$ cat config.mk
export PLATFORM = sky130hd
export DESIGN_NAME = vsvb_cfg
export DESIGN_NICKNAME = d
export VERILOG_FILES = /design/src/sv/vsvb_pkg.sv /design/src/sv/vsvb_cfg.sv
export SDC_FILE = /design/constraint.sdc
export NUM_CORES = 1
export LEC_CHECK = 0
export BUFFER_PORTS_ARGS = -buffer_cell sky130_fd_sc_hd__buf_2
export CAP_MARGIN = 20
export CORE_MARGIN = 2
export CORE_UTILIZATION = 40
export CTS_BUF_LIST = sky130_fd_sc_hd__clkbuf_16
export CTS_CLUSTER_SIZE = 24
export DETAILED_ROUTE_END_ITERATION = 7
export PLACE_DENSITY = 0.7
export SLEW_MARGIN = 20
export SYNTH_ARGS = -nofsm -noshare
export SYNTH_HDL_FRONTEND = slang
export SYNTH_SLANG_ARGS = --single-unit
export TNS_END_PERCENT = 1
$ cat constraint.sdc
create_clock -name clk_i -period 1.75 [get_ports clk_i]
set_input_delay 0.0875 -clock clk_i [delete_from_list [all_inputs] [get_ports clk_i]]
set_output_delay 0.0875 -clock clk_i [all_outputs]
set_load 0.05 [all_outputs]
$ cat src/sv/vsvb_pkg.sv
`default_nettype none
package vsvb_pkg;

  localparam int unsigned DATA_W = 32;
  localparam int unsigned COORD_WIDTH_DEF = 32;
  localparam int unsigned FRACTION_BITS_DEF = 16;
  localparam int unsigned NUM_REGS = 6;
  localparam int unsigned CFG_W = 64;
  localparam int unsigned ADDR_W = 6;
  localparam int unsigned IDX_W = 3;
  localparam int unsigned NUM_ROWS = 3;
  localparam int unsigned NUM_COLS = 4;

  typedef enum logic [IDX_W-1:0] {
    REG_ROW_X_COLS01 = 3'd0,
    REG_ROW_X_COLS23 = 3'd1,
    REG_ROW_Y_COLS01 = 3'd2,
    REG_ROW_Y_COLS23 = 3'd3,
    REG_ROW_Z_COLS01 = 3'd4,
    REG_ROW_Z_COLS23 = 3'd5
  } reg_idx_e;

  typedef struct packed {
    logic signed [DATA_W-1:0] vertex_x;
    logic signed [DATA_W-1:0] vertex_y;
    logic signed [DATA_W-1:0] vertex_z;
    logic signed [DATA_W-1:0] vertex_w;
    logic                     first_vertex;
    logic                     last_vertex;
  } vertex_req_t;

  typedef struct packed {
    logic signed [DATA_W-1:0] min_x;
    logic signed [DATA_W-1:0] max_x;
    logic signed [DATA_W-1:0] min_y;
    logic signed [DATA_W-1:0] max_y;
    logic signed [DATA_W-1:0] min_z;
    logic signed [DATA_W-1:0] max_z;
  } bounds_req_t;

  typedef struct packed {
    logic first;
    logic last;
  } vtx_flags_t;

  typedef logic [NUM_REGS-1:0][CFG_W-1:0] cfg_regs_t;

  function automatic logic [CFG_W-1:0] cfg_reset_value(input logic [IDX_W-1:0] idx);
    logic [CFG_W-1:0] val;
    val = '0;
    case (idx)
      REG_ROW_X_COLS01: val = 64'h0000_0000_0001_0000;
      REG_ROW_Y_COLS01: val = 64'h0001_0000_0000_0000;
      REG_ROW_Z_COLS23: val = 64'h0000_0000_0001_0000;
      default:          val = '0;
    endcase
    return val;
  endfunction

endpackage
`default_nettype wire

$ cat src/sv/vsvb_cfg.sv
`default_nettype none
module vsvb_cfg (
  input  wire logic                          clk_i,
  input  wire logic                          rst_ni,
  input  wire logic                          psel,
  input  wire logic                          penable,
  input  wire logic                          pwrite,
  input  wire logic [vsvb_pkg::ADDR_W-1:0]   paddr,
  input  wire logic [vsvb_pkg::CFG_W-1:0]    pwdata,
  output logic      [vsvb_pkg::CFG_W-1:0]    prdata,
  output logic                               pready,
  output vsvb_pkg::cfg_regs_t                cfg_o
);
  import vsvb_pkg::*;

  cfg_regs_t       regs_q;
  logic [IDX_W-1:0] idx;
  logic            idx_ok;
  logic            wr_en;

  assign idx    = paddr[ADDR_W-1:ADDR_W-IDX_W];
  assign idx_ok = idx <= REG_ROW_Z_COLS23;
  assign wr_en  = psel && penable && pwrite && idx_ok;
  assign pready = 1'b1;
  assign prdata = idx_ok ? regs_q[idx] : '0;
  assign cfg_o  = regs_q;

  always_ff @(posedge clk_i or negedge rst_ni) begin
    if (!rst_ni) begin
      for (int i = 0; i < NUM_REGS; i++) begin
        regs_q[i] <= cfg_reset_value(IDX_W'(i));
      end
    end else if (wr_en) begin
      regs_q[idx] <= pwdata;
    end
  end

endmodule
`default_nettype wire

==> out/qor_table.md <==
| Stage | Quantity | Value |
| --- | --- | --- |
| run status | Failing checks | negative setup slack |
| logic synthesis | Post-synth top flop | dfrtp_1 |
| critical path | Sequence of cells on the critical path | mux2_4 > a21oi_2 > o211ai_1 > buf_4 |
| logic synthesis | Most frequent cell after synthesis | mux2_2 |
| timing | Fin Setup TNS | -0.2165 ns |
| power | Sw frac | 43.09% |
| clock network | Max clock buf depth | 3 |
| floorplan | Die Outline Area | 45770 sq um |
| grt | GRT overflow | 0 |
| floorplan | Standard-cell row count | 76 |
| timing | Worst Slack Setup Final | -0.05459 ns |
| drt | Mean number of vias per cell | 5.409 |
| place | Half-perimeter wire length after detailed placement | 39630 microns |
| drt | Initial DRC count | 683 |
| timing | Post-route fraction of the period consumed by the critical path | 103.1% |
| timing | Total setup violations reported at the end of the flow | 8 |
| clock network | Clock-pin slew of the registers on the worst-case setup and hold paths | 0.06 ns |
| power | Sequential group share of total power | 35.2% |
| clock network | Clock Sinks | 384 |
| timing | Minimum clock period after layout | 1.805 ns |
| power | Net switching power figure | 14.82 mW |
| critical path | WP data required | 1.66 ns |
| drt | Remaining DRCs | 0 |
| critical path | Worst setup EP type | output pin |
| logic synthesis | Register area share after synthesis | 54.52% |
| place | Count of input and output buffers | 519 |
| floorplan | Starting utilization of the core area | 40.75% |
| grt | Maximum number of pins on one net before global-route repair | 60 |
| grt | Global-route wire length before repair | 87690 microns |
| floorplan | Chip height | 213.9 microns |
| power | Peak ir drop on the vdd network | 0.001047 V |
| timing | Worst-margin pin slew | 0.5705 ns |
| run | Maximum Capacitance Violations | 0 |
| final layout | Nets@finish | 1927 |
| final layout | P&R area growth vs syn | 34.28% |
| clock network | Insertion delay to the later sink of the worst-skew pair | 0.55 ns |
| logic synthesis | Syn nets | 1304 |
| final layout | Filler cell count | 3612 |
| timing | Unrepaired setup endpoints after global routing | true |
| timing | Setup Skew | 0 ns |
| logic synthesis | Cell types with the largest area share after synthesis | dfrtp_1 (54%), mux2_2 (27%), mux2i_1 (5.3%), o221ai_1 (2.3%), buf_6 (1.5%) |
| final layout | Antenna diode count | 0 |
| final layout | Share of final-layout standard cells stronger than drive strength 1 | 60.22% |
| timing | Max-slew headroom at the worst pin | 61.97% |
| logic synthesis | Post-Synthesis Cell Area | 17630 sq um |
| power | Pleak | 11.73 nW |
| grt | Global router's overall resource usage | 24.54% |
| place | Placer congestion estimate | 0.8861 |
| power | Clock power share | 25.1% |
| logic synthesis | Share of synthesized flip-flops with an asynchronous set or reset | 100.0% |
| timing | Pins Over Slew Limit | 0 |
| timing | Tightest hold margin | 0.08695 ns |
| final layout | Core Util, Final | 54.72% |
| drt | Post-DRT Antenna Nets | 0 |
| final layout | Largest register FFs | 384 |
| clock network | Buffer type at the clock tree root | clkbuf_16 |
| drt | Vias post-DR | 13.32k |
| run status | Outcome | finished, violations left |
| final layout | FF+latch area | 9614 sq um |
| logic synthesis | EDFF count, synth | 0 |
| final layout | Area used by multi-input combinational logic | 7622 sq um |
| critical path | Data arrival at the endpoint of the critical path | 1.72 ns |
| logic synthesis | Most frequent cells after synthesis | mux2_2 (425), dfrtp_1 (381), mux2i_1 (94) |
| timing | Maximum clock frequency | 554.1 MHz |
| critical path | Type of the worst setup path | reg -> out |
| drt | Count of TritonRoute iterations in the first routing pass | 5 |
| power | Internal power | 19.57 mW |
| clock network | CTS H-tree lvls | 2 |
| logic synthesis | Library cell occupying the most area in the post-synthesis netlist | dfrtp_1 |
| min path | Class of the tightest hold or removal check | in -> async |
| power | Power per Cell Area | 1453 nW/um^2 |
| critical path | Critical Path Fanout Max | 3 |
| power | Final total power | 34.39 mW |
| logic synthesis | Flop and latch count out of synthesis | 384 |
| logic synthesis | Number of library cell types mapped by synthesis | 31 |
| floorplan | Top-level I/O count | 524 |
| critical path | Category of the worst setup path launch point | register |
| critical path | Delay of the slowest cell on the worst path | 0.40 ns |
| grt | Antenna violations before repair | 0 |
| timing | Number of hold violations in the final report | 0 |
| floorplan | Placeable core region | 43270 sq um |
| drt | Total routed wirelength | 56940 microns |
| logic synthesis | Yosys Warn Count | 0 |
| logic synthesis | Avg Inst Size Synth | 14.35 sq um |
| power | Combinational share of power | 39.7% |
| critical path | Critical-path cell with the highest stage delay | dfrtp_1 |
| floorplan | DIE WIDTH | 213.9 microns |
| clock network | Clock tree from TritonCTS | done |
| grt | Number of global-route vias before repair | 13.97k |
| logic synthesis | Proportion of netlist area held by the largest area contributor | 54.08% |
| clock network | Num CTS Buffers | 42 |
| logic synthesis | Gate count of the mapped netlist | 1229 |
| drt | Post-DR wirelength/cell | 23.12 microns |
metal layers:
layer | GRT usage (%) | up-vias | share of wire [%]
li1 | - | 5795 | -
met5 | 0 | - | 0
met4 | 7.599 | 0 | 2.6
met1 | 30.99 | 6888 | 41
met3 | 6.262 | 93 | 7.3
met2 | 41.37 | 546 | 49
per-stage QoR:
stage               instances  cell area [sq um]  setup WS (ns)
finish                   2463              23680       -0.05459
global route             2463              23680        -0.1031
CTS                      2458              23530       -0.08413
floorplan                1229              17630       -0.03868
global placement         2318              21300        0.05239
detailed placement       2318              21300        0.02377
final timing paths:
path | from | endpoint | slack (ns) | cells past startpoint
worst max-delay path | cfg_o[86]$_DFFE_PN0P_ | prdata[22] | -0.05 | 4
worst min-delay path | rst_ni | cfg_o[316]$_DFFE_PN0P_ | 0.09 | 2
worst max register to register | cfg_o[22]$_DFFE_PN0P_ | cfg_o[22]$_DFFE_PN0P_ | 0.84 | 2
worst min register to register | cfg_o[231]$_DFFE_PN0P_ | cfg_o[231]$_DFFE_PN0P_ | 0.51 | 1
max in group asynchronous | rst_ni | cfg_o[227]$_DFFE_PN0P_ | 0.84 | 3
min in group clk_i | paddr[4] | cfg_o[38]$_DFFE_PN0P_ | 0.24 | 4
area by class of cell:
| type | instances | area share, % |
|---|---|---|
| well taps | 585 | 3.092 |
| repair buffers | 667 | 18.48 |
| multi-input cells | 757 | 32.20 |
| flip-flops and latches | 384 | 40.61 |
| clock buffers | 45 | 4.756 |
| clock inverters | 25 | 0.8667 |
cells in the final DEF (no fill, tap or decap), drive strengths merged, types with 4 or more instances in the layout:
master | synthesis | final
mux2i | 94 | 94
clkbuf | 16 | 46
dfrtp | 381 | 381
buf | 72 | 601
o221ai | 46 | 46
mux2 | 447 | 447
a32oi | 17 | 17
nor3b | 18 | 18
nor2b | 18 | 18
o211ai | 17 | 17
inv | 0 | 13
a21oi | 18 | 18
bufinv | 0 | 4
nand2 | 64 | 64
nor2 | 5 | 5
dlygate4sd3 | 0 | 65
clkinv | 0 | 8
power by group through the flow:
| stage | clock network (mW) | registers [mW] | logic, mW |
|---|---|---|---|
| final | 8.64 | 12.1 | 13.6 |
| after global routing | 9.19 | 12.3 | 14.1 |
| after CTS | 8.80 | 12.1 | 13.6 |
| after detailed placement | 0 | 12.2 | 13.2 |
| after global placement | 0 | 12.1 | 13.1 |
| after floorplan | 0 | 18.0 | 3.62 |
worst max-delay path: cells and delay by family, from the launching register on:
kind | cells | cell delay [ns]
buffers and inverters | 1 | 0.23
muxes | 1 | 0.28
DFF | 1 | 0.40
AOI/OAI and AO/OA | 2 | 0.27
cell families after synthesis:
kind of cell / share of synthesized area, %
mux: 33.89
flops: 54.52
simple gates: 3.513
compound gates: 4.485
buf+inv: 3.570
other cells: 0.02127
what timing repair did:
action / 4_1_cts / 5_1_grt
resized for setup: 62 / 24
hold buffers: 65 / 0
cloned: 0 / 0
setup buffers: 5 / 5
endpoints found under the setup margin: 31 / 59
pin swaps: 7 / 5
endpoints found under the hold margin: 691 / 0
(Power assumes the default switching activity.)
