**src/sv/vsvb_pkg.sv**
```systemverilog
`default_nettype none
package vsvb_pkg;

  localparam int unsigned DATA_W = 32;
  localparam int unsigned COORD_WIDTH_DEF = 32;
  localparam int unsigned FRACTION_BITS_DEF = 16;
  localparam int unsigned NUM_REGS = 6;
  localparam int unsigned CFG_W = 64;
  localparam int unsigned ADDR_W = 6;
  localparam int unsigned IDX_W = 3;
  localparam int unsigned NUM_ROWS = 3;
  localparam int unsigned NUM_COLS = 4;

  typedef enum logic [IDX_W-1:0] {
    REG_ROW_X_COLS01 = 3'd0,
    REG_ROW_X_COLS23 = 3'd1,
    REG_ROW_Y_COLS01 = 3'd2,
    REG_ROW_Y_COLS23 = 3'd3,
    REG_ROW_Z_COLS01 = 3'd4,
    REG_ROW_Z_COLS23 = 3'd5
  } reg_idx_e;

  typedef struct packed {
    logic signed [DATA_W-1:0] vertex_x;
    logic signed [DATA_W-1:0] vertex_y;
    logic signed [DATA_W-1:0] vertex_z;
    logic signed [DATA_W-1:0] vertex_w;
    logic                     first_vertex;
    logic                     last_vertex;
  } vertex_req_t;

  typedef struct packed {
    logic signed [DATA_W-1:0] min_x;
    logic signed [DATA_W-1:0] max_x;
    logic signed [DATA_W-1:0] min_y;
    logic signed [DATA_W-1:0] max_y;
    logic signed [DATA_W-1:0] min_z;
    logic signed [DATA_W-1:0] max_z;
  } bounds_req_t;

  typedef struct packed {
    logic first;
    logic last;
  } vtx_flags_t;

  typedef logic [NUM_REGS-1:0][CFG_W-1:0] cfg_regs_t;

  function automatic logic [CFG_W-1:0] cfg_reset_value(input logic [IDX_W-1:0] idx);
    logic [CFG_W-1:0] val;
    val = '0;
    case (idx)
      REG_ROW_X_COLS01: val = 64'h0000_0000_0001_0000;
      REG_ROW_Y_COLS01: val = 64'h0001_0000_0000_0000;
      REG_ROW_Z_COLS23: val = 64'h0000_0000_0001_0000;
      default:          val = '0;
    endcase
    return val;
  endfunction

endpackage
`default_nettype wire

```
**src/sv/vsvb_reduce.sv**
```systemverilog
`default_nettype none
module vsvb_reduce #(
  parameter int unsigned CoordWidth   = vsvb_pkg::COORD_WIDTH_DEF,
  parameter int unsigned FractionBits = vsvb_pkg::FRACTION_BITS_DEF
) (
  input  wire logic                 clk_i,
  input  wire logic                 rst_ni,
  input  wire logic                 in_valid_i,
  output logic                      in_ready_o,
  input  wire vsvb_pkg::vtx_flags_t in_flags_i,
  input  wire logic [vsvb_pkg::NUM_ROWS-1:0][vsvb_pkg::NUM_COLS-1:0][2*CoordWidth-1:0] in_prod_i,
  output logic                      out_valid_o,
  input  wire logic                 out_ready_i,
  output vsvb_pkg::vtx_flags_t      out_flags_o,
  output logic [vsvb_pkg::NUM_ROWS-1:0][CoordWidth-1:0] out_coord_o
);
  import vsvb_pkg::*;

  localparam int unsigned ProdW = 2 * CoordWidth;
  localparam int unsigned SumW  = ProdW + 2;
  localparam logic signed [SumW-1:0] SatMax =
    {{(SumW-CoordWidth+1){1'b0}}, {(CoordWidth-1){1'b1}}};
  localparam logic signed [SumW-1:0] SatMin = ~SatMax;

  logic       sum_vld_q;
  vtx_flags_t sum_flags_q;
  logic [NUM_ROWS-1:0][SumW-1:0] sum_q;
  logic [NUM_ROWS-1:0][SumW-1:0] sum_d;
  logic       crd_vld_q;
  vtx_flags_t crd_flags_q;
  logic [NUM_ROWS-1:0][CoordWidth-1:0] crd_q;
  logic [NUM_ROWS-1:0][CoordWidth-1:0] crd_d;
  logic       sum_ready;
  logic       crd_ready;

  assign crd_ready  = !crd_vld_q || out_ready_i;
  assign sum_ready  = !sum_vld_q || crd_ready;
  assign in_ready_o = sum_ready;

  for (genvar r = 0; r < NUM_ROWS; r++) begin : g_row
    logic signed [SumW-1:0] ext [NUM_COLS];
    logic signed [SumW-1:0] shifted;
    for (genvar c = 0; c < NUM_COLS; c++) begin : g_col
      assign ext[c] = SumW'(signed'(in_prod_i[r][c]));
    end
    assign sum_d[r] = (ext[0] + ext[1]) + (ext[2] + ext[3]);

    // floor of the exact sum, then clamp to the coordinate range
    assign shifted  = signed'(sum_q[r]) >>> FractionBits;
    assign crd_d[r] = (shifted > SatMax) ? SatMax[CoordWidth-1:0] :
                      (shifted < SatMin) ? SatMin[CoordWidth-1:0] :
                      shifted[CoordWidth-1:0];
  end

  always_ff @(posedge clk_i or negedge rst_ni) begin
    if (!rst_ni) begin
      sum_vld_q <= 1'b0;
      crd_vld_q <= 1'b0;
    end else begin
      if (sum_ready) begin
        sum_vld_q <= in_valid_i;
      end
      if (crd_ready) begin
        crd_vld_q <= sum_vld_q;
      end
    end
  end

  always_ff @(posedge clk_i) begin
    if (sum_ready && in_valid_i) begin
      sum_q       <= sum_d;
      sum_flags_q <= in_flags_i;
    end
    if (crd_ready && sum_vld_q) begin
      crd_q       <= crd_d;
      crd_flags_q <= sum_flags_q;
    end
  end

  assign out_valid_o = crd_vld_q;
  assign out_flags_o = crd_flags_q;
  assign out_coord_o = crd_q;

endmodule
`default_nettype wire

```
**config.mk**
```make
export PLATFORM = sky130hd
export DESIGN_NAME = vsvb_reduce
export DESIGN_NICKNAME = d
export VERILOG_FILES = /design/src/sv/vsvb_pkg.sv /design/src/sv/vsvb_reduce.sv
export SDC_FILE = /design/constraint.sdc
export NUM_CORES = 1
export LEC_CHECK = 0
export BUFFER_PORTS_ARGS = -buffer_cell sky130_fd_sc_hd__clkbuf_2
export CORE_AREA = 8 8 336 338
export CTS_CLUSTER_SIZE = 20
export DETAILED_ROUTE_END_ITERATION = 12
export DIE_AREA = 0 0 344 346
export PLACE_DENSITY = 0.56
export SLEW_MARGIN = 20
export SYNTH_ARGS = -nofsm -noshare
export SYNTH_HDL_FRONTEND = slang
export SYNTH_SLANG_ARGS = --single-unit
```
**constraint.sdc**
```tcl
create_clock -name clk_i -period 6.3 [get_ports clk_i]
set_input_delay 1.26 -clock clk_i [delete_from_list [all_inputs] [get_ports clk_i]]
set_output_delay 1.26 -clock clk_i [all_outputs]
set_load 0.1 [all_outputs]
```
==> reports/results.ini <==
[status]
status = finished clean

[power]
power.switching_w = 0.00632
seqPwrFrac = 0.232
combPwrFrac = 0.610
power_leakage_nw = 19.6
total_power_w = 0.0131
p_int_w = 0.00676
powerDensity_mw_per_mm2 = 353
p_sw_frac = 0.483
clockPowerShare = 0.157
vdd_drop_max_mv = 0.140

[flow_run]
drv_cap = 0

[timing]
timing.slew.headroom = 0.320
tightest_slew_ps = 1020
slew_violations = 0
tns_ps = 0
period_share = 0.863
period_minus_slack_ps = 5440
max_freq_mhz = 184
clock_skew_ps = 20.3
setup_viol = 0
final_hold_viol_count = 0
rsz0062_at_grt = false
hold_slack_ps = 420
fin_ws_ps = 862

[floorplanning]
die_x_um = 344
start_util = 0.277
io-pin-count = 874
die_h_um = 346
design.core.area_mm2 = 0.108
core.rowCount = 121
die-area_mm2 = 0.119

[grt]
antenna_found_initial = 7
grt_pass1_vias = 27600
gr-total-overflow = 0
grt_max_degree = 153
grt_first_pass_wirelength_um = 168000
grt_usage = 0.185

[critical_path]
critPathMaxFanout = 8
crit_chain = clkbuf_2 > inv_1 > fa_1 > inv_1 > fa_1 > ha_1 > nand4_1 > nor3_1 > nand3_1 > a211oi_1 > buf_4 > a211oi_1 > nor2_1 > a21oi_1 > o21bai_1 > a21boi_1 > xnor2_1
critPathTopFamily = adder cells
rrSetupSlack_ps = 3970
critical_path.max_stage_delay_ps = 610
path_class = input port to flip-flop
setup.worst_path.start_class = input port
cp.required_ps = 6580
path_buf_inv = 4
cp.arrival_ps = 5720
critPathSlowestCell = nor3_1
end_kind = flip-flop

[placement]
dp_hpwl_um = 101000
gp_congestion = 0.971
dp_slack_ps = 523
port_buffers = 873

[cts]
cts.repair.resized = 0
cts-buffers-inserted = 35
cts_tree = done
cts_setup_buffers = 0
holdBufCountCts = 0
clkTransAtPathRegs_ps = 50
clk_latency_ps = 550
clk_path_buf_depth = 3
h-tree-depth = 2
cts_root_buf = clkbuf_16
cts_sinks = 252

[finish]
post-route-util = 0.344
fin_nets = 5507
nFillCells = 11400
final_common_cell = inv_1
layout-drive-gt1-share = 0.232
synthToLayoutAreaGrowth_pct = 23.8
final_cell_mix = inv_1, clkbuf_2, fa_1, nor2_1, edfxtp_1

[yosys]
ys.flop_type = edfxtp_1
ys_ff_latch = 252
avgSynthCellArea_um2 = 9.01
yosysWarnings = 0
syn-num-nets = 4668
synth_edf_count = 250
synth_cell_types = 78
netlist_area_mm2 = 0.0299
seq_area_frac_synth = 0.253
async_flop_share = 0.00794
netlist_instances = 3321

[detailed_routing]
drtAntennaViolNets = 0
totalWireLength_um = 113000
drt_first_iter_violations = 1262
drcViolationCount = 0
wire_per_inst_um = 20.1
routed_via_density = 4.49
dr.pass1.iters = 6
dr_total_vias = 25100

[worst_hold_path]
hold_path.class = flip-flop to flip-flop

per-layer routing:
| metal | track usage | vias to the layer above | part of all wire |
|---|---|---|---|
| met4 | 0.0429 | 0 | 0.024 |
| li1 | - | 12100 | - |
| met5 | 0 | - | 0 |
| met3 | 0.0247 | 105 | 0.048 |
| met1 | 0.240 | 12200 | 0.44 |
| met2 | 0.323 | 711 | 0.49 |
registers in the layout, summed over array words and instances (netlist names):
signal / cells
out_valid_o: 1
out_coord_o: 96
sum_flags_q: 2
sum_vld_q: 1
g_row.shifted: 150
out_flags_o: 2
cell usage after synthesis (11+ instances only):
cell type	n	area [um2]
nor3_1	20	100
a211oi_1	16	120
ha_1	189	2360
a31oi_1	22	138
xor2_1	55	482
fa_1	384	7690
o21bai_1	43	323
o21a_1	24	180
clkbuf_1	75	282
inv_1	1037	3890
a21oi_1	225	1130
a21o_1	80	601
and3_1	20	125
xnor2_1	93	815
nor2_1	268	1010
o21ai_0	87	435
nor2b_1	11	68.8
nor4_1	17	106
edfxtp_1	250	7510
nand3_1	26	130
nand2_1	133	499
o211ai_1	11	82.6
o21ai_1	11	55.1
nand4_1	69	432
worst reg2reg max path: stages (launching register included):
cell,delay (ps)
edfxtp_1,390
or4_1,530
nor4_1,550
nor2_4,310
nor2_1,200
nor2_1,80
path summary, 6_finish.rpt:
kind                                                  endpoint  cells past startpoint                      startpoint
max in group asynchronous              out_valid_o$_DFFE_PN0P_                      1                          rst_ni
worst max-delay path            g_row[1].shifted[45]$_DFFE_PP_                     17                  in_prod_i[282]
worst min-delay path                  out_flags_o[1]$_DFFE_PP_                      0        sum_flags_q[1]$_DFFE_PP_
worst min register to register        out_flags_o[1]$_DFFE_PP_                      0        sum_flags_q[1]$_DFFE_PP_
worst max register to register   out_coord_o[19]$_SDFFCE_PN1P_                      5  g_row[0].shifted[47]$_DFFE_PP_
min in group asynchronous                sum_vld_q$_DFFE_PN0N_                      1                          rst_ni
power groups by stage:
| stage | Combinational (W) | Clock (W) | Sequential (W) |
|---|---|---|---|
| floorplan | 0.00460 | 0 | 0.00409 |
| global placement | 0.00797 | 0 | 0.00307 |
| detailed placement | 0.00799 | 0 | 0.00308 |
| CTS | 0.00804 | 0.00214 | 0.00305 |
| global route | 0.00878 | 0.00220 | 0.00310 |
| finish | 0.00798 | 0.00206 | 0.00304 |
through the flow:
| stage | area, um2 | cells |
|---|---|---|
| floorplan | 29900 | 3321 |
| global placement | 35800 | 5536 |
| detailed placement | 35900 | 5537 |
| CTS | 37000 | 5597 |
| global route | 37000 | 5598 |
| finish | 37000 | 5599 |
layout make-up:
class	instances	area [um2]	area share
Multi-Input combinational cell	1952	18200	0.490
Clock buffer	38	908	0.0245
Antenna cell	2	5.00	0.000135
Timing Repair Buffer	882	4470	0.121
Inverter	1037	3890	0.105
Clock inverter	22	267	0.00720
Tap cell	1414	1770	0.0478
Sequential cell	252	7560	0.204
cell families (layout without fill, tap and decap cells):
| logic type | Yosys count | after routing | synth area share |
|---|---|---|---|
| buffers and inverters | 1117 | 1979 | 0.141 |
| AOI/OAI and AO/OA | 609 | 609 | 0.131 |
| DFF | 252 | 252 | 0.253 |
| xor gates and xnor gates | 148 | 148 | 0.0433 |
| adders and majority gates | 573 | 573 | 0.336 |
| other | 0 | 2 | 0 |
| and+or+nand+nor | 622 | 622 | 0.0963 |
Note: power is estimated with default switching activity, not from simulation.
