--- src/sv/vsvb_pkg.sv ---
`default_nettype none
package vsvb_pkg;

  localparam int unsigned DATA_W = 32;
  localparam int unsigned COORD_WIDTH_DEF = 32;
  localparam int unsigned FRACTION_BITS_DEF = 16;
  localparam int unsigned NUM_REGS = 6;
  localparam int unsigned CFG_W = 64;
  localparam int unsigned ADDR_W = 6;
  localparam int unsigned IDX_W = 3;
  localparam int unsigned NUM_ROWS = 3;
  localparam int unsigned NUM_COLS = 4;

  typedef enum logic [IDX_W-1:0] {
    REG_ROW_X_COLS01 = 3'd0,
    REG_ROW_X_COLS23 = 3'd1,
    REG_ROW_Y_COLS01 = 3'd2,
    REG_ROW_Y_COLS23 = 3'd3,
    REG_ROW_Z_COLS01 = 3'd4,
    REG_ROW_Z_COLS23 = 3'd5
  } reg_idx_e;

  typedef struct packed {
    logic signed [DATA_W-1:0] vertex_x;
    logic signed [DATA_W-1:0] vertex_y;
    logic signed [DATA_W-1:0] vertex_z;
    logic signed [DATA_W-1:0] vertex_w;
    logic                     first_vertex;
    logic                     last_vertex;
  } vertex_req_t;

  typedef struct packed {
    logic signed [DATA_W-1:0] min_x;
    logic signed [DATA_W-1:0] max_x;
    logic signed [DATA_W-1:0] min_y;
    logic signed [DATA_W-1:0] max_y;
    logic signed [DATA_W-1:0] min_z;
    logic signed [DATA_W-1:0] max_z;
  } bounds_req_t;

  typedef struct packed {
    logic first;
    logic last;
  } vtx_flags_t;

  typedef logic [NUM_REGS-1:0][CFG_W-1:0] cfg_regs_t;

  function automatic logic [CFG_W-1:0] cfg_reset_value(input logic [IDX_W-1:0] idx);
    logic [CFG_W-1:0] val;
    val = '0;
    case (idx)
      REG_ROW_X_COLS01: val = 64'h0000_0000_0001_0000;
      REG_ROW_Y_COLS01: val = 64'h0001_0000_0000_0000;
      REG_ROW_Z_COLS23: val = 64'h0000_0000_0001_0000;
      default:          val = '0;
    endcase
    return val;
  endfunction

endpackage
`default_nettype wire

--- src/sv/vsvb_fold.sv ---
`default_nettype none
module vsvb_fold #(
  parameter int unsigned CoordWidth = vsvb_pkg::COORD_WIDTH_DEF
) (
  input  wire logic                 clk_i,
  input  wire logic                 rst_ni,
  input  wire logic                 in_valid_i,
  output logic                      in_ready_o,
  input  wire vsvb_pkg::vtx_flags_t in_flags_i,
  input  wire logic [vsvb_pkg::NUM_ROWS-1:0][CoordWidth-1:0] in_coord_i,
  output logic                      out_valid_o,
  input  wire logic                 out_stall_i,
  output vsvb_pkg::bounds_req_t     out_req_o
);
  import vsvb_pkg::*;

  logic signed [DATA_W-1:0] min_q [NUM_ROWS];
  logic signed [DATA_W-1:0] max_q [NUM_ROWS];
  logic signed [DATA_W-1:0] min_d [NUM_ROWS];
  logic signed [DATA_W-1:0] max_d [NUM_ROWS];
  logic        out_vld_q;
  bounds_req_t out_q;
  logic        out_free;
  logic        fire;

  assign out_free   = !out_vld_q || !out_stall_i;
  assign in_ready_o = !in_flags_i.last || out_free;
  assign fire       = in_valid_i && in_ready_o;

  for (genvar r = 0; r < NUM_ROWS; r++) begin : g_row
    logic signed [DATA_W-1:0] crd;
    logic signed [DATA_W-1:0] base_min;
    logic signed [DATA_W-1:0] base_max;
    assign crd      = DATA_W'(signed'(in_coord_i[r]));
    assign base_min = in_flags_i.first ? '0 : min_q[r];
    assign base_max = in_flags_i.first ? '0 : max_q[r];
    assign min_d[r] = (crd < base_min) ? crd : base_min;
    assign max_d[r] = (crd > base_max) ? crd : base_max;
  end

  always_ff @(posedge clk_i or negedge rst_ni) begin
    if (!rst_ni) begin
      for (int r = 0; r < NUM_ROWS; r++) begin
        min_q[r] <= '0;
        max_q[r] <= '0;
      end
      out_vld_q <= 1'b0;
    end else begin
      if (fire) begin
        for (int r = 0; r < NUM_ROWS; r++) begin
          min_q[r] <= min_d[r];
          max_q[r] <= max_d[r];
        end
      end
      if (fire && in_flags_i.last) begin
        out_vld_q <= 1'b1;
      end else if (!out_stall_i) begin
        out_vld_q <= 1'b0;
      end
    end
  end

  always_ff @(posedge clk_i) begin
    if (fire && in_flags_i.last) begin
      out_q.min_x <= min_d[0];
      out_q.max_x <= max_d[0];
      out_q.min_y <= min_d[1];
      out_q.max_y <= max_d[1];
      out_q.min_z <= min_d[2];
      out_q.max_z <= max_d[2];
    end
  end

  assign out_valid_o = out_vld_q;
  assign out_req_o   = out_q;

endmodule
`default_nettype wire

--- config.mk ---
export PLATFORM = sky130hd
export DESIGN_NAME = vsvb_fold
export DESIGN_NICKNAME = d
export VERILOG_FILES = /design/src/sv/vsvb_pkg.sv /design/src/sv/vsvb_fold.sv
export SDC_FILE = /design/constraint.sdc
export NUM_CORES = 1
export LEC_CHECK = 0
export BUFFER_PORTS_ARGS = -buffer_cell sky130_fd_sc_hd__buf_4
export CAP_MARGIN = 5
export CORE_ASPECT_RATIO = 0.6
export CORE_MARGIN = 3
export CORE_UTILIZATION = 48
export CTS_CLUSTER_DIAMETER = 50
export DETAILED_ROUTE_END_ITERATION = 6
export PLACE_DENSITY = 0.69
export RECOVER_POWER = 25
export SYNTH_ARGS = -nofsm -noshare
export SYNTH_HDL_FRONTEND = slang
export SYNTH_SLANG_ARGS = --single-unit
--- constraint.sdc ---
create_clock -name clk_i -period 13.3 [get_ports clk_i]
set_clock_uncertainty 0.2 [all_clocks]
set_input_delay 0.665 -clock clk_i [delete_from_list [all_inputs] [get_ports clk_i]]
set_output_delay 0.665 -clock clk_i [all_outputs]
set_load 0.01 [all_outputs]
==> results of run 1 <==
Yosys cell counts, types with 7 or more instances:
master	n	share of area [%]
mux2i_1	286	13
dfrtp_1	193	23
edfxtp_1	192	27
nand2b_1	191	5.6
ha_1	189	11
nand2_1	168	3.0
inv_1	110	1.9
a21oi_1	75	1.8
clkbuf_1	48	0.84
nand4_1	34	1.0
a22o_1	32	1.3
a32o_1	32	1.5
buf_2	30	0.70
o221ai_2	30	2.1
o21ai_0	27	0.63
a21o_1	24	0.84
nor2_1	20	0.35
nand3_1	13	0.30
nor3_1	11	0.26
nor2b_1	9	0.26
a211oi_1	8	0.28
nor4_1	7	0.21
o21ai_1	7	0.16
worst max-delay path by stage:
stage                                         end  slack, ns
after global placement    out_req_o[64]$_DFFE_PP_       7.78
after floorplan            out_req_o[0]$_DFFE_PP_       7.20
after CTS                 out_req_o[64]$_DFFE_PP_       8.29
final                       min_q[54]$_DFFE_PN0P_       6.03
after global routing        max_q[57]$_DFFE_PN0P_       4.72
after detailed placement  out_req_o[64]$_DFFE_PP_       7.73
report_power, final:
group | switching, W | leakage, nW | internal [W] | total (W)
Clock | 0.000466 | 0.619 | 0.000646 | 0.00111
Combinational | 0.000786 | 6.47 | 0.000584 | 0.00137
Sequential | 0.000132 | 4.29 | 0.00157 | 0.00170
Total | 0.00138 | 11.4 | 0.00280 | 0.00418
per-layer routing:
metal / track usage [%] / wire length [um] / part of all wire [%] / up-vias
met5: 0 / 0 / 0 / -
met4: 7.518 / 1732 / 3.0 / 0
met3: 4.235 / 3805 / 6.6 / 84
met2: 36.81 / 25400 / 44 / 493
met1: 35.51 / 27010 / 47 / 7631
li1: - / - / - / 7156
cell usage in the layout, fill, tap and decap left out, types with 23 or more instances in the layout:
cell | Yosys | layout
nand2_1 | 168 | 167
edfxtp_1 | 192 | 192
inv_1 | 110 | 110
nand4_1 | 34 | 34
mux2i_1 | 286 | 284
dfrtp_1 | 193 | 193
a22o_1 | 32 | 32
o221ai_2 | 30 | 30
o21ai_0 | 27 | 27
ha_1 | 189 | 189
clkbuf_1 | 48 | 66
nand2b_1 | 191 | 191
a32o_1 | 32 | 32
a21oi_1 | 75 | 75
a21o_1 | 24 | 23
buf_4 | 4 | 263
clkbuf_16 | 0 | 41
flip-flops by register name (all words and copies together), names as in the netlist:
register	cells
out_req_o	192
max_q	96
min_q	96
out_valid_o	1
logic make-up (layout without fill, tap and decap cells):
group                      after synthesis  count (layout)  synth area share (%)
AOI/OAI and AO/OA                      270             270                 10.14
xor gates and xnor gates                 1               1               0.07618
adders and majority gates              189             189                 11.07
buffers and inverters                  198             496                 3.937
DFF                                    385             385                 49.61
muxes                                  291             291                 13.67
other                                    0               3                     0
and+or+nand+nor                        468             468                 11.49
per-stage QoR:
step	total power [W]	worst slack (ns)
finish	0.004183	6.028
global route	0.004423	4.719
CTS	0.004222	8.288
detailed placement	0.003094	7.730
global placement	0.003043	7.778
floorplan	0.002651	7.199
cell type report:
class,instances,area [um2],area share [%]
multi-input cells,1219,10020,39.74
flip-flops and latches,385,10600,42.01
repair buffers,315,2186,8.667
well taps,579,724.4,2.872
inverters,110,412.9,1.637
clock inverters,8,93.84,0.3721
clock buffers,63,1179,4.673
diodes,3,7.507,0.02976
==> impl_metrics.yaml, run 1 <==
worst_hold_path:
  holdCritStartpoint: "out_stall_i"
  hold_end: "out_valid_o$_DFFE_PN0P_"
  hold_path_class: "input port to flop"
  hold_path_depth: 2
critical_path:
  worstRegToRegCells: 10
  critical_path_arrival_ns: 7.10
  start_kind: "input port"
  max_stage_delay_ns: 4.08
  crit_buf_inv: 2
  path_cells: "clkbuf_1 -> clkbuf_1"
  cp.required_ns: 13.13
  cpMostUsedCell: "clkbuf_1"
  cp.depth: 2
  critPathSlowestCell: "clkbuf_1"
  crit_fanout: 98
  crit_type: "input port to async pin"
  cpLargestDelayFamily: "buffers and inverters"
  end_kind: "async pin"
  worstSetupStartpoint: "rst_ni"
  r2r_start: "max_q[33]$_DFFE_PN0P_"
  r2r_end: "out_req_o[64]$_DFFE_PP_"
  rrSetupSlack_ns: 8.88
clocking:
  cts_max_level: 2
  clkLatencyLatePin_ns: 0.54
  clock-root-buffer: "clkbuf_16"
  clk_path_buf_depth: 3
  cts_tree: "done"
  post_cts_resized: 0
  post_cts_buffers: 0
  clock-sinks: 385
  cts_buffers: 39
  path_clk_slew_ns: 0.06
  ctsHoldBuffers: 0
sta:
  setup_viol: 0
  fin_hold_ws_ns: 0.1644
  worst_slew_pin_slew_ns: 6.003
  fin_crit_ns: 7.272
  finalHoldViolations: 0
  maxSlewViolCount: 198
  max-slew-margin-rel_pct: -300.2
  timing.final.crit_share_pct: 54.68
  rsz0062_at_grt: "no"
  fmax_mhz: 137.5
  tns_ns: 0
pwr:
  p_per_area_nw_per_um2: 165.9
  p_leak_nw: 11.37
  ir_drop_mv: 0.09589
placement:
  hpwl_um: 40280
  port_buffers: 295
  gp_congestion: 0.8897
  dp.cells: 2608
  placedInstanceArea_um2: 24140
global_route:
  gr-total-overflow: 0
  track_usage_pct: 24.21
  grt_pass1_vias: 15570
  grt_pass1_wl_um: 90310
  antenna_found_initial: 2
  grt_max_degree: 130
yosys:
  synth_seq_cells: 385
  synth.avg_cell_area_um2: 11.85
  synthFlopType: "dfrtp_1"
  synth_cell_types: 56
  ys_seq_area_share_pct: 49.61
  synth-async-reset-ratio_pct: 50.13
  synth_edf_count: 192
  syn-num-nets: 2093
  yosys_warnings: 0
  synth_area_um2: 21360
  synthCells: 1802
routing:
  via_count: 15360
  wl_per_cell_um: 21.60
  antenna_left: 0
  drtIter0Drc: 1328
  vias_per_cell: 5.729
  wl_um: 57940
  drc: 0
  drt_pass1_iterations: 6
run_status:
  status: "finished with violations"
  failed_checks: "max-capacitance violations, max-slew violations"
layout:
  fin_util_pct: 57.81
  fin_cells: 2682
  final_area_um2: 25220
  final.fill_count: 3645
  final_nets: 2361
  drive_gt1_share_pct: 17.71
  area_growth_pct: 18.10
job:
  drv_cap: 3
die:
  core.rowCount: 59
  start_util_pct: 48.95
  fp.dieW_um: 278.3
  coreArea_um2: 43630
  die_h_um: 169.4
  io_pins: 296
  dieArea_um2: 47140
No activity file was read; power rests on OpenSTA's default activity.
==> inputs of run 2 (changes only) <==
- PLACE_DENSITY: 0.69 -> 0.71
- clock period: 13.3 -> 5.8 ns (I/O delays scaled with it)
==> run 2 against run 1 <==
  * The flow finishes with violations (design-rule violations, max-capacitance violations, max-slew violations)
  * Die area stayed put
  * Largest power group unchanged
  * Setup slack worse by 4.3 ns
  * Flip-flop and latch count stayed put
  * Largest cell class unchanged
  * Clock-buffer cell count is 5 lower
  * Clock power is 130% higher
  * Critical path depth is 10 higher
==> impl_metrics.yaml, run 2 (synthesized netlist as in run 1, its figures left out) <==
run_status:
  status: "finished with violations"
  failed_checks: "design-rule violations, max-capacitance violations, max-slew violations"
routing:
  vias_per_cell: 5.624
  dr_wl_met3_um: 3557
  wl_um: 58770
  dr_wl_met2_um: 25770
  drt_pass1_iterations: 7
  wl_met1_um: 28220
  top_layer: "met4"
  drc: 2
  via_count: 15700
  drtIter0Drc: 1193
  wl_per_cell_um: 21.05
  antenna_left: 0
critical_path:
  r2r_end: "out_req_o[74]$_DFFE_PP_"
  end_kind: "flop"
  crit_type: "input port to flop"
  path_cells: "buf_4 -> buf_12 -> nand2b_1 -> ha_1 -> a21o_1 -> a21oi_1 -> o22ai_1 -> o41ai_1 -> a31oi_1 -> o21ai_4 -> buf_4 -> mux2i_1"
  r2r_start: "max_q[58]$_DFFE_PN0P_"
  worstRegToRegCells: 10
  cpLargestDelayFamily: "compound AO/OA/AOI/OAI gates"
  max_stage_delay_ns: 0.64
  critical_path_arrival_ns: 4.26
  cp.depth: 12
  start_kind: "input port"
  critPathSlowestCell: "buf_4"
  cpMostUsedCell: "buf_4"
  critPathCapture: "out_req_o[74]$_DFFE_PP_"
  cp.required_ns: 5.98
  crit_buf_inv: 3
  rrSetupSlack_ns: 2.08
  worstSetupStartpoint: "in_flags_i[1]"
  crit_fanout: 91
placement:
  dp_slack_ns: 1.240
  gp_congestion: 0.9004
  port_buffers: 295
  hpwl_um: 40430
clocking:
  post_cts_buffers: 0
  clkLatencyLatePin_ns: 0.53
  cts_buffers: 41
  path_clk_slew_ns: 0.06
  cts_tree: "done"
  clk_path_buf_depth: 3
  clock-sinks: 385
  cts_max_level: 2
  clock-root-buffer: "clkbuf_16"
global_route:
  grt_pass1_wl_um: 91760
  grt_max_degree: 126
  track_usage_pct: 24.55
  grt_pass1_vias: 15890
  gr-total-overflow: 0
  antenna_found_initial: 4
pwr:
  ir_drop_mv: 0.2357
  p_leak_nw: 11.50
  p_per_area_nw_per_um2: 372.2
  total_power_w: 0.009656
worst_hold_path:
  hold_path_class: "input port to flop"
sta:
  finalWorstSetupSlack_ns: 1.719
  max-slew-margin-rel_pct: -84.20
  rsz0062_at_grt: "no"
  fin_crit_ns: 4.081
  setup_viol: 0
  fin_hold_ws_ns: 0.2866
  worst_slew_pin_slew_ns: 2.763
  timing.final.crit_share_pct: 70.36
  finalHoldViolations: 0
  tns_ns: 0
  fmax_mhz: 245.1
  maxSlewViolCount: 96
layout:
  area_growth_pct: 21.47
  largest_reg_flops: 192
  drive_gt1_share_pct: 13.17
  fin_util_pct: 59.46
  layout_commonest_cell: "mux2i_1"
  final_nets: 2471
  layout_common_cells: "mux2i_1, dfrtp_1, edfxtp_1"
  final.fill_count: 3618
die:
  dieArea_um2: 47140
  fp.dieW_um: 278.3
  coreArea_um2: 43630
  start_util_pct: 48.95
  die_h_um: 169.4
  io_pins: 296
  core.rowCount: 59
job:
  drv_cap: 1
## run 2: cell types whose count changed in the layout (fill, tap and decap cells not counted), sizes merged
cell	before	now
dlygate4sd3	0	98
clkbuf	114	205
clkinvlp	0	1
clkinv	5	10
diode	3	4
buf	264	178
## run 2: report_power, final
group | switching [W] | internal (W)
Sequential | 0.000298 | 0.00360
Clock | 0.00110 | 0.00146
Combinational | 0.00184 | 0.00136
## run 2: final cells by class
cell class	count	area, um2	share of cell area [%]
antenna	4	10.01	0.03859
clock buffer	58	1140	4.394
clock inverter	14	122.6	0.4727
inverter	110	412.9	1.592
multi-input combinational	1219	10020	38.61
sequential	385	10600	40.84
tap	579	724.4	2.793
timing repair buffer	423	2920	11.26
## run 2: worst min-delay path by stage
stage,start,to,depth (start not counted)
global placement,rst_ni,max_q[77]$_DFFE_PN0P_,1
floorplan,rst_ni,max_q[0]$_DFFE_PN0P_,0
finish,in_valid_i,min_q[53]$_DFFE_PN0P_,5
detailed placement,rst_ni,max_q[77]$_DFFE_PN0P_,1
global route,min_q[83]$_DFFE_PN0P_,min_q[83]$_DFFE_PN0P_,1
CTS,rst_ni,max_q[77]$_DFFE_PN0P_,2
## run 2: timing repair
| item | CTS | global route |
|---|---|---|
| endpoints found under the hold margin | 415 | 0 |
| hold buffers | 98 | 0 |
| resized for setup | 0 | 0 |
## run 2: worst reg2reg max path, stage by stage, from the launching register on
cell and delay, ns:
dfrtp_1 0.35, nand2b_1 0.08, ha_1 0.30, a21o_1 0.16, a21oi_1 0.50, nand2_1 0.21
o21ai_0 0.38, a31oi_1 0.20, o21ai_4 0.51, buf_4 0.41, mux2i_1 0.27
## run 2: through the flow
stage | instances | cell area (um2)
global route | 2792 | 25940
floorplan | 1802 | 21360
CTS | 2788 | 26490
detailed placement | 2618 | 24240
finish | 2792 | 25940
global placement | 2618 | 24240
## run 2: metal layers
layer,track usage [%],vias up
li1,-,7380
met1,36.92,7763
met2,37.33,491
met3,3.740,68
met4,6.257,0
met5,0,-
==> inputs of run 3 (changes only) <==
- PLACE_DENSITY: 0.71 -> 0.69
- clock period: 5.8 -> 4.1 ns (I/O delays scaled with it)
==> run 3 against run 2 <==
  * The flow finishes with violations (max-capacitance violations, max-slew violations)
  * Critical path type is now flop to flop
  * Setup slack lost 1.1 ns
  * Clock-buffer cell count shrank 4
  * Largest cell class unchanged
  * Die area is the same
  * Non-clock buffer count grew 25
  * Hold slack lost 0.083 ns
  * Register-to-register slack lost 1.5 ns
  * First-iteration DRC count grew 8.8%
  * Global-route usage grew 0.67 points
==> impl_metrics.yaml, run 3 (synthesized netlist as in run 1, its figures left out) <==
run_status:
  status: "finished with violations"
  failed_checks: "max-capacitance violations, max-slew violations"
critical_path:
  critPathSlowestCell: "a2111oi_2"
  crit_type: "flop to flop"
  start_kind: "flop"
  end_kind: "flop"
  path_cells: "nand2b_1 -> ha_1 -> nand4_1 -> nor3_1 -> o211ai_1 -> a2111oi_2 -> nor2_1 -> xnor2_4 -> buf_12 -> mux2i_1"
  critical_path_arrival_ns: 3.61
  r2r_end: "out_req_o[100]$_DFFE_PP_"
  max_stage_delay_ns: 0.48
  cp.required_ns: 4.22
  crit_fanout: 30
  crit_buf_inv: 1
  cpLargestDelayFamily: "simple AND/OR/NAND/NOR gates"
  worstRegToRegCells: 10
  r2r_start: "min_q[47]$_DFFE_PN0P_"
  rrSetupSlack_ns: 0.61
sta:
  maxSlewViolCount: 109
  tns_ns: 0
  worst_slew_pin_slew_ns: 3.065
  rsz0062_at_grt: "no"
  timing.final.crit_share_pct: 85.11
  max-slew-margin-rel_pct: -104.3
  fmax_mhz: 286.6
  finalHoldViolations: 0
  setup_viol: 0
  fin_crit_ns: 3.490
clocking:
  path_clk_slew_ns: 0.07
  cts_buffers: 40
  post_cts_resized: 0
  clock-root-buffer: "clkbuf_16"
  clkLatencyLatePin_ns: 0.54
  clk_path_buf_depth: 3
  cts_max_level: 2
  cts_tree: "done"
  clock-sinks: 385
die:
  die_h_um: 169.4
  start_util_pct: 48.95
  fp.dieW_um: 278.3
  core.rowCount: 59
  io_pins: 296
  dieArea_um2: 47140
  coreArea_um2: 43630
routing:
  wl_um: 59940
  top_layer: "met4"
  dr_wl_met3_um: 3502
  dr_wl_met2_um: 26960
  wl_per_cell_um: 21.31
  via_count: 15810
  drt_pass1_iterations: 6
  wl_met1_um: 27660
  drc: 0
  antenna_left: 0
  drtIter0Drc: 1298
  vias_per_cell: 5.621
pwr:
  swShare_pct: 33.37
  p_per_area_nw_per_um2: 525.7
  ir_drop_mv: 0.3283
  clock_power_share_pct: 26.3
  p_int_w: 0.009209
  p_switching_w: 0.004613
  seq_power_share_pct: 39.8
  p_leak_nw: 11.70
  pwr-share-comb_pct: 33.9
layout:
  insertedDiodeCount: 0
  fin_cells: 2813
  final_nets: 2495
  final_area_um2: 26300
  area_growth_pct: 23.12
  layout_commonest_cell: "mux2i_1"
  drive_gt1_share_pct: 14.55
  largest_reg_flops: 192
  fin_util_pct: 60.27
  layout_common_cells: "mux2i_1, buf_4, dfrtp_1"
global_route:
  grt_pass1_wl_um: 93930
  antenna_found_initial: 0
  gr-total-overflow: 0
  grt_max_degree: 109
  grt_pass1_vias: 16280
  track_usage_pct: 25.22
worst_hold_path:
  hold_path_depth: 3
  holdCritStartpoint: "in_flags_i[1]"
  hold_path_class: "input port to flop"
  hold_end: "min_q[49]$_DFFE_PN0P_"
placement:
  dp.cells: 2643
  gp_congestion: 0.8766
  port_buffers: 295
  hpwl_um: 42250
  placedInstanceArea_um2: 24570
job:
  drv_cap: 1
[run 3: stage by stage]
step                total power [W]  worst slack [ns]  hold slack, ns
detailed placement          0.01026            0.1977          0.2112
global placement            0.01009            0.2780          0.2110
finish                      0.01382            0.6103          0.2034
CTS                         0.01400            0.6411          0.1840
floorplan                  0.008591            0.4685         -0.2906
global route                0.01460            0.3684          0.2213
[run 3: how the worst max path moves through the flow]
stage,slack (ns),start,cells after the start,endpoint
2_1_floorplan,0.47,out_valid_o$_DFFE_PN0P_,2,out_req_o[0]$_DFFE_PP_
3_3_place_gp,0.28,in_flags_i[1],12,out_req_o[100]$_DFFE_PP_
3_5_place_dp,0.20,in_flags_i[1],12,min_q[6]$_DFFE_PN0P_
4_1_cts,0.64,min_q[49]$_DFFE_PN0P_,10,out_req_o[100]$_DFFE_PP_
5_1_grt,0.37,rst_ni,2,min_q[10]$_DFFE_PN0P_
6_report,0.61,min_q[47]$_DFFE_PN0P_,10,out_req_o[100]$_DFFE_PP_
[run 3: layer usage]
| metal | GRT usage (%) | vias up |
|---|---|---|
| li1 | - | 7413 |
| met5 | 0 | - |
| met2 | 39.76 | 470 |
| met1 | 35.82 | 7829 |
| met4 | 7.724 | 0 |
| met3 | 4.455 | 100 |
[run 3: repair_timing]
item	in CTS	in global routing
buffers inserted	0	0
hold buffers	98	0
endpoints found under the hold margin	487	0
[run 3: power groups by stage]
stage | clock network [W] | registers, W | logic, W
after floorplan | 0 | 0.00557 | 0.00302
after CTS | 0.00370 | 0.00551 | 0.00480
after global routing | 0.00387 | 0.00559 | 0.00513
after detailed placement | 0 | 0.00557 | 0.00469
final | 0.00363 | 0.00551 | 0.00469
after global placement | 0 | 0.00554 | 0.00455
[run 3: final cells by class]
class	count	area [um2]
fillers	3591	17330
flip-flops and latches	385	10600
multi-input cells	1219	10020
repair buffers	448	3279
clock buffers	54	1095
well taps	579	724.4
inverters	110	412.9
clock inverters	18	172.7
[run 3: tightest hold or removal path, cell delays in order]
cell,delay (ns)
buf_4,0.26
nand2b_1,0.26
o221ai_2,0.16
